[src/imu_sma_pkg.sv]
package imu_sma_pkg;

  // Ring geometry
  localparam int DEPTH   = 5;
  localparam int AXES    = 6;
  localparam int HIST_N  = DEPTH * AXES;
  localparam int ADDR_W  = $clog2(HIST_N);
  localparam int AXIS_W  = 3;

  // Running sums hold DEPTH entries of at most 31-bit magnitude plus sign
  localparam int SUM_W   = 33 + $clog2(DEPTH);

  // Shared divider: 36-bit dividend, two quotient bits per cycle
  localparam int DIV_W     = 36;
  localparam int DIV_STEPS = DIV_W / 2;
  localparam int CNT_W     = $clog2(DIV_STEPS);
  localparam int DVS_W     = 16;

  // Gyro deg/s to rad/s, pi/180 in Q0.24
  localparam int PI_W = 19;
  localparam int PROD_W = 31 + PI_W;
  localparam logic [PI_W-1:0] PI_OVER_180_Q24 = 19'd292818;

  localparam logic [30:0] MAG_MAX = 31'h7FFF_FFFF;

  // Axes whose sign is flipped: accel X, accel Z, gyro X, gyro Z
  localparam logic [AXES-1:0] FLIP_MASK = 6'b101101;
  localparam logic [AXIS_W-1:0] FIRST_GYRO = 3'd3;
  localparam logic [AXIS_W-1:0] LAST_AXIS  = 3'd5;

  // Configuration registers
  localparam int CFG_IDX_W = 2;
  localparam logic [CFG_IDX_W-1:0] CFG_ACCEL_CNT = 2'd0;
  localparam logic [CFG_IDX_W-1:0] CFG_GYRO_CNT  = 2'd1;
  localparam logic [15:0] ACCEL_CNT_RESET = 16'd16384;
  localparam logic [15:0] GYRO_CNT_RESET  = 16'd1310;

endpackage

[src/imu_six_axis_scale_moving_average.sv]
// Six-axis IMU scaler with a moving-average filter.
// Input channel (in_valid/in_ready): one beat carries six raw signed 16-bit
// counts, three accelerometer and three gyro axes. Output channel
// (out_valid/out_ready): one beat per input beat, the raw counts echoed plus
// the ring average of each scaled axis in Q15.16 (g for accel, rad/s for gyro).
// Config channel (cfg_valid/cfg_ready, always ready): index 0 sets the accel
// sensitivity, index 1 the gyro sensitivity in tenths; other indexes are
// ignored. Write only while no beat is in flight.
// One beat is worked on at a time: a new beat is accepted only after the
// previous one has been staged. Each axis runs a scaling division, a multiply
// step on gyro axes only, a store, then the averaging division; a final step
// stages the result. The cost is set by a single restoring divider retiring
// two quotient bits per cycle, used twice per axis: once for scaling and once
// for the average.
// in_ready is high only while the block is idle. A finished result sits in an
// output register; if the receiver stalls, the next beat may be accepted and
// computed, and it then waits for the register.
// Reset (rst, synchronous) clears the ring and sums, restores the default
// sensitivities and drops any pending result.
module imu_six_axis_scale_moving_average (
  input  logic               clk,
  input  logic               rst,
  input  logic               in_valid,
  output logic               in_ready,
  input  logic signed [15:0] accel_x_raw,
  input  logic signed [15:0] accel_y_raw,
  input  logic signed [15:0] accel_z_raw,
  input  logic signed [15:0] gyro_x_raw,
  input  logic signed [15:0] gyro_y_raw,
  input  logic signed [15:0] gyro_z_raw,
  output logic               out_valid,
  input  logic               out_ready,
  output logic signed [15:0] accel_x_echo,
  output logic signed [15:0] accel_y_echo,
  output logic signed [15:0] accel_z_echo,
  output logic signed [15:0] gyro_x_echo,
  output logic signed [15:0] gyro_y_echo,
  output logic signed [15:0] gyro_z_echo,
  output logic signed [31:0] accel_x_mean,
  output logic signed [31:0] accel_y_mean,
  output logic signed [31:0] accel_z_mean,
  output logic signed [31:0] gyro_x_mean,
  output logic signed [31:0] gyro_y_mean,
  output logic signed [31:0] gyro_z_mean,
  input  logic               cfg_valid,
  output logic               cfg_ready,
  input  logic [imu_sma_pkg::CFG_IDX_W-1:0] cfg_index,
  input  logic [15:0]        cfg_data
);

  typedef enum logic [3:0] {
    S_IDLE, S_LOAD, S_DIV, S_MUL, S_STORE, S_MLOAD, S_MDIV, S_MSTORE, S_DONE
  } state_t;

  state_t state;
  logic [imu_sma_pkg::AXIS_W-1:0]  axis;
  logic [imu_sma_pkg::ADDR_W-1:0]  addr;
  logic [imu_sma_pkg::CNT_W-1:0]   cnt;
  logic [imu_sma_pkg::DVS_W-1:0]   rem;
  logic [imu_sma_pkg::DVS_W-1:0]   dvs;
  logic [imu_sma_pkg::DIV_W-1:0]   quo;
  logic                            neg;
  logic [imu_sma_pkg::PROD_W-1:0]  prod;
  logic [15:0]                     accel_cnt_per_g;
  logic [15:0]                     gyro_cnt_per_dps;

  // History ring and its valid bits
  logic signed [31:0] hist [imu_sma_pkg::HIST_N];
  logic [imu_sma_pkg::HIST_N-1:0] vld;
  logic signed [31:0] old_data;
  logic               old_vld;

  logic signed [imu_sma_pkg::SUM_W-1:0] sums [imu_sma_pkg::AXES];
  logic signed [15:0] raw_w  [imu_sma_pkg::AXES];
  logic signed [31:0] mean_w [imu_sma_pkg::AXES];
  logic signed [15:0] echo_q [imu_sma_pkg::AXES];
  logic signed [31:0] mean_q [imu_sma_pkg::AXES];

  // Datapath nets
  logic signed [15:0] raw_sel;
  logic [15:0]        raw_mag;
  logic [18:0]        raw_mag10;
  logic               is_gyro;
  logic [15:0]        accel_dvs;
  logic [15:0]        gyro_dvs;
  logic [imu_sma_pkg::DVS_W:0]   r1, r2;
  logic                          ge1, ge2;
  logic [imu_sma_pkg::DVS_W-1:0] r1s, r2s;
  logic [imu_sma_pkg::DIV_W-1:0] q1, q2;
  logic [30:0]        quo_sat;
  logic [30:0]        mag_sel;
  logic signed [31:0] scaled_pos;
  logic signed [31:0] scaled;
  logic signed [31:0] old_val;
  logic signed [imu_sma_pkg::SUM_W-1:0] sum_sel;
  logic signed [imu_sma_pkg::SUM_W-1:0] sum_next;
  logic [imu_sma_pkg::SUM_W-1:0]        sum_mag;
  logic signed [31:0] mean_pos;
  logic signed [31:0] mean_val;
  logic               last_step;
  logic               stage_out;

  assign in_ready  = (state == S_IDLE);
  assign cfg_ready = 1'b1;

  // Operand selection for the current axis
  assign raw_sel   = raw_w[axis];
  assign raw_mag   = raw_sel[15] ? 16'(-raw_sel) : 16'(raw_sel);
  assign raw_mag10 = {raw_mag, 3'b000} + {2'b00, raw_mag, 1'b0};
  assign is_gyro   = (axis >= imu_sma_pkg::FIRST_GYRO);
  assign accel_dvs = (accel_cnt_per_g == 16'd0) ? 16'd1 : accel_cnt_per_g;
  assign gyro_dvs  = (gyro_cnt_per_dps == 16'd0) ? 16'd1 : gyro_cnt_per_dps;

  // Two restoring divide steps per cycle
  always_comb begin
    r1  = {rem, quo[imu_sma_pkg::DIV_W-1]};
    ge1 = (r1 >= {1'b0, dvs});
    r1s = ge1 ? imu_sma_pkg::DVS_W'(r1 - {1'b0, dvs}) : r1[imu_sma_pkg::DVS_W-1:0];
    q1  = {quo[imu_sma_pkg::DIV_W-2:0], ge1};
    r2  = {r1s, q1[imu_sma_pkg::DIV_W-1]};
    ge2 = (r2 >= {1'b0, dvs});
    r2s = ge2 ? imu_sma_pkg::DVS_W'(r2 - {1'b0, dvs}) : r2[imu_sma_pkg::DVS_W-1:0];
    q2  = {q1[imu_sma_pkg::DIV_W-2:0], ge2};
  end

  assign last_step = (cnt == imu_sma_pkg::CNT_W'(imu_sma_pkg::DIV_STEPS - 1));

  // Saturate the quotient magnitude (gyro axes take its product with pi/180) and apply the sign
  assign quo_sat    = (quo[imu_sma_pkg::DIV_W-1:31] != '0) ? imu_sma_pkg::MAG_MAX
                                                           : quo[30:0];
  assign mag_sel    = is_gyro ? 31'(prod[imu_sma_pkg::PROD_W-1:24]) : quo_sat;
  assign scaled_pos = {1'b0, mag_sel};
  assign scaled     = neg ? -scaled_pos : scaled_pos;

  // Running sum update: drop the overwritten entry, add the new one
  assign old_val  = old_vld ? old_data : 32'sd0;
  assign sum_sel  = sums[axis];
  assign sum_next = sum_sel - imu_sma_pkg::SUM_W'(old_val)
                            + imu_sma_pkg::SUM_W'(scaled);
  assign sum_mag  = sum_sel[imu_sma_pkg::SUM_W-1] ? -sum_sel : sum_sel;

  assign mean_pos = {1'b0, quo[30:0]};
  assign mean_val = neg ? -mean_pos : mean_pos;

  // Result moves into the output register once that register is free
  assign stage_out = (state == S_DONE) && (!out_valid || out_ready);

  // History memory
  always_ff @(posedge clk) begin
    if (state == S_STORE) begin
      hist[addr] <= scaled;
    end
    old_data <= hist[addr];
  end

  // Sequencer, divider registers and output register
  always_ff @(posedge clk) begin
    if (rst) begin
      state            <= S_IDLE;
      axis             <= '0;
      addr             <= '0;
      cnt              <= '0;
      vld              <= '0;
      old_vld          <= 1'b0;
      out_valid        <= 1'b0;
      accel_cnt_per_g  <= imu_sma_pkg::ACCEL_CNT_RESET;
      gyro_cnt_per_dps <= imu_sma_pkg::GYRO_CNT_RESET;
      for (int i = 0; i < imu_sma_pkg::AXES; i++) begin
        sums[i] <= '0;
      end
    end else begin
      old_vld <= vld[addr];

      if (cfg_valid && cfg_ready) begin
        unique case (cfg_index)
          imu_sma_pkg::CFG_ACCEL_CNT: accel_cnt_per_g  <= cfg_data;
          imu_sma_pkg::CFG_GYRO_CNT:  gyro_cnt_per_dps <= cfg_data;
          default: ;
        endcase
      end

      // Output beat: set when staged, cleared when taken
      if (stage_out) begin
        out_valid <= 1'b1;
      end else if (out_ready) begin
        out_valid <= 1'b0;
      end

      unique case (state)
        S_IDLE: begin
          if (in_valid) begin
            raw_w[0] <= accel_x_raw;
            raw_w[1] <= accel_y_raw;
            raw_w[2] <= accel_z_raw;
            raw_w[3] <= gyro_x_raw;
            raw_w[4] <= gyro_y_raw;
            raw_w[5] <= gyro_z_raw;
            axis     <= '0;
            state    <= S_LOAD;
          end
        end
        S_LOAD: begin
          neg <= raw_sel[15] ^ imu_sma_pkg::FLIP_MASK[axis];
          quo <= is_gyro ? imu_sma_pkg::DIV_W'({raw_mag10, 16'h0000})
                         : imu_sma_pkg::DIV_W'({raw_mag, 16'h0000});
          dvs <= is_gyro ? gyro_dvs : accel_dvs;
          rem <= '0;
          cnt <= '0;
          state <= S_DIV;
        end
        S_DIV: begin
          rem <= r2s;
          quo <= q2;
          cnt <= cnt + 1'b1;
          if (last_step) begin
            state <= is_gyro ? S_MUL : S_STORE;
          end
        end
        S_MUL: begin
          prod  <= quo_sat * imu_sma_pkg::PI_OVER_180_Q24;
          state <= S_STORE;
        end
        S_STORE: begin
          sums[axis] <= sum_next;
          vld[addr]  <= 1'b1;
          addr <= (addr == imu_sma_pkg::ADDR_W'(imu_sma_pkg::HIST_N - 1)) ? '0
                                                                          : addr + 1'b1;
          state <= S_MLOAD;
        end
        S_MLOAD: begin
          neg <= sum_sel[imu_sma_pkg::SUM_W-1];
          quo <= imu_sma_pkg::DIV_W'(sum_mag[imu_sma_pkg::SUM_W-2:0]);
          dvs <= imu_sma_pkg::DVS_W'(imu_sma_pkg::DEPTH);
          rem <= '0;
          cnt <= '0;
          state <= S_MDIV;
        end
        S_MDIV: begin
          rem <= r2s;
          quo <= q2;
          cnt <= cnt + 1'b1;
          if (last_step) begin
            state <= S_MSTORE;
          end
        end
        S_MSTORE: begin
          mean_w[axis] <= mean_val;
          if (axis == imu_sma_pkg::LAST_AXIS) begin
            state <= S_DONE;
          end else begin
            axis  <= axis + 1'b1;
            state <= S_LOAD;
          end
        end
        S_DONE: begin
          if (stage_out) begin
            for (int i = 0; i < imu_sma_pkg::AXES; i++) begin
              echo_q[i] <= raw_w[i];
              mean_q[i] <= mean_w[i];
            end
            state <= S_IDLE;
          end
        end
        default: state <= S_IDLE;
      endcase
    end
  end

  assign accel_x_echo = echo_q[0];
  assign accel_y_echo = echo_q[1];
  assign accel_z_echo = echo_q[2];
  assign gyro_x_echo  = echo_q[3];
  assign gyro_y_echo  = echo_q[4];
  assign gyro_z_echo  = echo_q[5];
  assign accel_x_mean = mean_q[0];
  assign accel_y_mean = mean_q[1];
  assign accel_z_mean = mean_q[2];
  assign gyro_x_mean  = mean_q[3];
  assign gyro_y_mean  = mean_q[4];
  assign gyro_z_mean  = mean_q[5];

`ifndef SYNTHESIS
  // An accepted beat blocks the input until its result is staged
  a_busy_after_accept: assert property (@(posedge clk) disable iff (rst)
    in_valid && in_ready |=> !in_ready)
    else $error("input accepted while a beat was in flight");

  // The ring write pointer stays inside the memory
  a_addr_range: assert property (@(posedge clk) disable iff (rst)
    addr <= imu_sma_pkg::ADDR_W'(imu_sma_pkg::HIST_N - 1))
    else $error("history address out of range");

  // A scaling division ends in the multiply or the store step
  a_div_exit: assert property (@(posedge clk) disable iff (rst)
    state == S_DIV && last_step |=> state == S_MUL || state == S_STORE)
    else $error("scaling division did not retire");

  // A new result appears only from the done step
  a_result_source: assert property (@(posedge clk) disable iff (rst)
    $rose(out_valid) |-> $past(state) == S_DONE)
    else $error("result raised outside the done step");
`endif

endmodule

[config.mk]
export PLATFORM = sky130hd
export DESIGN_NAME = imu_six_axis_scale_moving_average
export DESIGN_NICKNAME = d
export VERILOG_FILES = /design/src/imu_sma_pkg.sv /design/src/imu_six_axis_scale_moving_average.sv
export SDC_FILE = /design/constraint.sdc
export NUM_CORES = 2
export LEC_CHECK = 0
export BUFFER_PORTS_ARGS = -buffer_cell sky130_fd_sc_hd__buf_2
export CORE_MARGIN = 1
export CORE_UTILIZATION = 25
export CTS_BUF_LIST = sky130_fd_sc_hd__clkbuf_16
export DETAILED_ROUTE_END_ITERATION = 10
export PLACE_DENSITY = 0.49
export SLEW_MARGIN = 20
export SYNTH_ARGS = -nofsm -noshare
export SYNTH_HDL_FRONTEND = slang
export SYNTH_SLANG_ARGS = --single-unit
[constraint.sdc]
create_clock -name clk -period 79.3 [get_ports clk]
set_clock_uncertainty 0.15 [all_clocks]
set_input_delay 11.895 -clock clk [delete_from_list [all_inputs] [get_ports clk]]
set_output_delay 11.895 -clock clk [all_outputs]
set_load 0.1 [all_outputs]
==> metrics.yaml <==
root_buffer: "clkbuf_16"
synthesis.nets: 6691
fp.dieW_um: 611
utilization: 0.295
setup_slack_ps: 64710
criticalPathCategory: "register to output port"
cts_setup_buffers: 0
antenna_found_initial: 13
num_rows: 223
drv_cap: 0
synth_flop_cell: "edfxtp_1"
combPwrFrac: 0.333
drt-total-wl_um: 262000
rsz0062_at_grt: "no"
grt_pass1_wl_um: 379000
setup_viol: 0
htreeDepth: 4
cts_sinks: 2036
power.switching_uw: 1140
cts_tree: "yes"
drive_gt1_frac: 0.203
synthesis.area_mm2: 0.0928
post-route-min-period_ps: 14590
cp_cell_sequence: "nor4_1, buf_2"
io_pins: 410
first_pass_iters: 7
fin_tns_setup_ps: 0
vias_per_cell: 4.57
slew_headroom: 0.173
worst_slew_pin_slew_ps: 1230
fmax_mhz: 68.5
place_ws_ps: 64010
synth_area_leaders: "edfxtp_1 (62%), mux4_2 (7.8%), fa_1 (5.8%)"
clk_pin_slew_ps: 60
cts-resized-gates: 0
syn_inst: 6008
p_clk_frac: 0.296
grt.total_usage: 0.137
drv_slew: 0
p_int_uw: 2310
period_share: 0.184
via_count: 53295
fin_area_mm2: 0.109
synth_top_area_frac: 0.621
drt_iter0_drc: 4535
avgSynthCellArea_um2: 15.4
grt_pass1_vias: 53942
critPathMaxStageDelay_ps: 580
dp_hpwl_um: 177000
yosysWarnings: 0
hold_path_class: "register to register"
synth_edf_count: 1919
nNetsFinal: 7198
die_area_mm2: 0.373
post_drt_wl_per_cell_um: 22.5
ir_worst_vdd_mv: 0.0517
area_growth_pct: 17.4
cts_hold_buffers: 0
die_h_um: 611
seqPwrFrac: 0.371
status: "complete, no violations"
place_congestion: 0.835
overflow: 0
placed_area_mm2: 0.102
clk_path_buf_depth: 4
start_util: 0.251
ant_nets: 0
p_leak_uw: 0.0374
start_kind: "register"
end_kind: "output port"
cp.arrival_ps: 2540
critPathRequiredTime_ps: 67260
synth-seq-cells: 2036
synth-async-reset-ratio: 0
p_sw_frac: 0.330
synth_cell_types: 87
grt_max_degree: 113
numPortBuffers: 408
critPathSlowestCell: "nor4_1"
coreArea_mm2: 0.369
seq_area_frac_synth: 0.646
powerDensity_mw_per_mm2: 31.7
cts_made_buffers: 215
clock_latency_ps: 910
drc: 0
finalHoldViolCount: 0
yosysTopAreaCell: "edfxtp_1"
worstPathMaxFanout: 18
[logic make-up after synthesis]
| group | share of synthesized area |
|---|---|
| other | 0.0000404 |
| multiplexers | 0.0906 |
| buffers and inverters | 0.0315 |
| adder cells (fa/ha/maj) | 0.0978 |
| XOR/XNOR | 0.0209 |
| AND/OR/NAND/NOR | 0.0612 |
| AO/OA/AOI/OAI | 0.0515 |
| flip-flops | 0.646 |
[critical path, delay by kind of cell, from the launching register on]
| kind | cells | cell delay (ps) |
|---|---|---|
| buffers and inverters | 1 | 550 |
| DFF | 1 | 510 |
| and+or+nand+nor | 1 | 580 |
[path summary, 6_finish.rpt]
path,from,endpoint,slack [ps],cells after the start
worst max-delay path,state[3]$_SDFFE_PP0P_,in_ready,64710,2
worst min-delay path,mean_w[3][8]$_DFFE_PP_,mean_q[3][8]$_DFFE_PP_,270,0
worst max register to register,quo[33]$_DFFE_PP_,prod[49]$_DFFE_PP_,69730,25
worst min register to register,mean_w[3][8]$_DFFE_PP_,mean_q[3][8]$_DFFE_PP_,270,0
[metrics by stage]
step / power [uW] / instances / hold WS, ps
finish: 3450 / 11650 / 266
floorplan: 2130 / 6008 / 250
detailed placement: 2440 / 11248 / 255
CTS: 3490 / 11644 / 267
global route: 3670 / 11644 / 271
global placement: 2450 / 11248 / 252
[registers in the layout, indices dropped and copies added (netlist names), named ones only]
register	flops
prod	26
mean_w	192
cnt	5
echo_q	96
addr	5
hist	960
quo	36
neg	1
out_valid	1
rem	16
vld	30
sums	288
old_data	32
state	4
old_vld	1
mean_q	192
raw_w	96
accel_cnt_per_g	16
axis	3
dvs	16
gyro_cnt_per_dps	16
[cell type report]
type	instances	area (um^2)
flip-flops and latches	2036	60000
fillers	36791	260000
clock buffers	219	5480
multi-input cells	3209	30500
repair buffers	549	3140
well taps	4950	6190
clock inverters	177	1670
inverters	504	1890
diodes	6	15.0
[layer usage]
layer / part of all wire / track usage
met1: 0.44 / 0.187
met2: 0.47 / 0.226
met3: 0.063 / 0.0230
met4: 0.026 / 0.0331
met5: 0.000050 / 0
[placed cells by master (no fill, tap or decap), types with 14 or more instances in the layout]
cell,Yosys,layout
xor2_1,52,45
mux2_2,35,35
or3_1,29,29
a21o_1,51,51
nand2b_1,26,20
a31oi_1,35,33
and3_1,14,14
bufinv_16,0,28
buf_4,3,139
clkinv_1,1,45
nand2_1,351,351
o31ai_1,25,25
nor3_1,113,103
or2_2,19,19
xnor2_2,0,19
nor2_4,0,33
a22oi_1,110,110
o211ai_1,32,32
nor2_1,479,444
mux4_2,320,320
mux2i_1,77,76
clkinvlp_4,0,15
dfxtp_1,117,111
fa_1,269,269
a211oi_1,17,16
clkinv_2,0,39
nand4_1,60,60
nand3_1,37,37
nor4_1,30,29
o21ai_0,140,138
inv_1,503,537
o21a_1,15,15
a21oi_1,196,195
clkbuf_16,0,219
nor2b_1,21,20
buf_2,25,407
edfxtp_1,1919,1919
ha_1,295,295
xnor2_1,167,148
[synth_stat cells, drive strengths merged (6+ instances only)]
| master | instances |
|---|---|
| xor2 | 53 |
| a22oi | 110 |
| o31ai | 25 |
| o22ai | 10 |
| nor2 | 480 |
| or4 | 11 |
| nand2b | 26 |
| nor4 | 31 |
| o41ai | 14 |
| buf | 85 |
| or2 | 23 |
| o211ai | 32 |
| a211oi | 17 |
| mux2 | 38 |
| nor3b | 10 |
| nand3 | 37 |
| ha | 295 |
| nor2b | 21 |
| xnor2 | 167 |
| nand4 | 60 |
| a31oi | 35 |
| fa | 269 |
| a41oi | 8 |
| and3 | 14 |
| inv | 503 |
| nand2 | 351 |
| and2 | 15 |
| a211o | 8 |
| a2111oi | 6 |
| edfxtp | 1919 |
| a21oi | 196 |
| o21bai | 13 |
| nand3b | 10 |
| o21ai | 145 |
| o221ai | 7 |
| mux4 | 320 |
| nor3 | 115 |
| dfxtp | 117 |
| a21o | 51 |
| clkbuf | 174 |
| mux2i | 77 |
| or3 | 29 |
| o21a | 15 |
[power by group through the flow]
stage	Clock, uW	Sequential, uW	Combinational, uW
6_report	1020	1280	1150
4_1_cts	1050	1280	1160
3_5_place_dp	0	1300	1140
2_1_floorplan	0	1290	841
3_3_place_gp	0	1300	1150
5_1_grt	1080	1280	1300
Note: power is estimated with default switching activity, not from simulation.
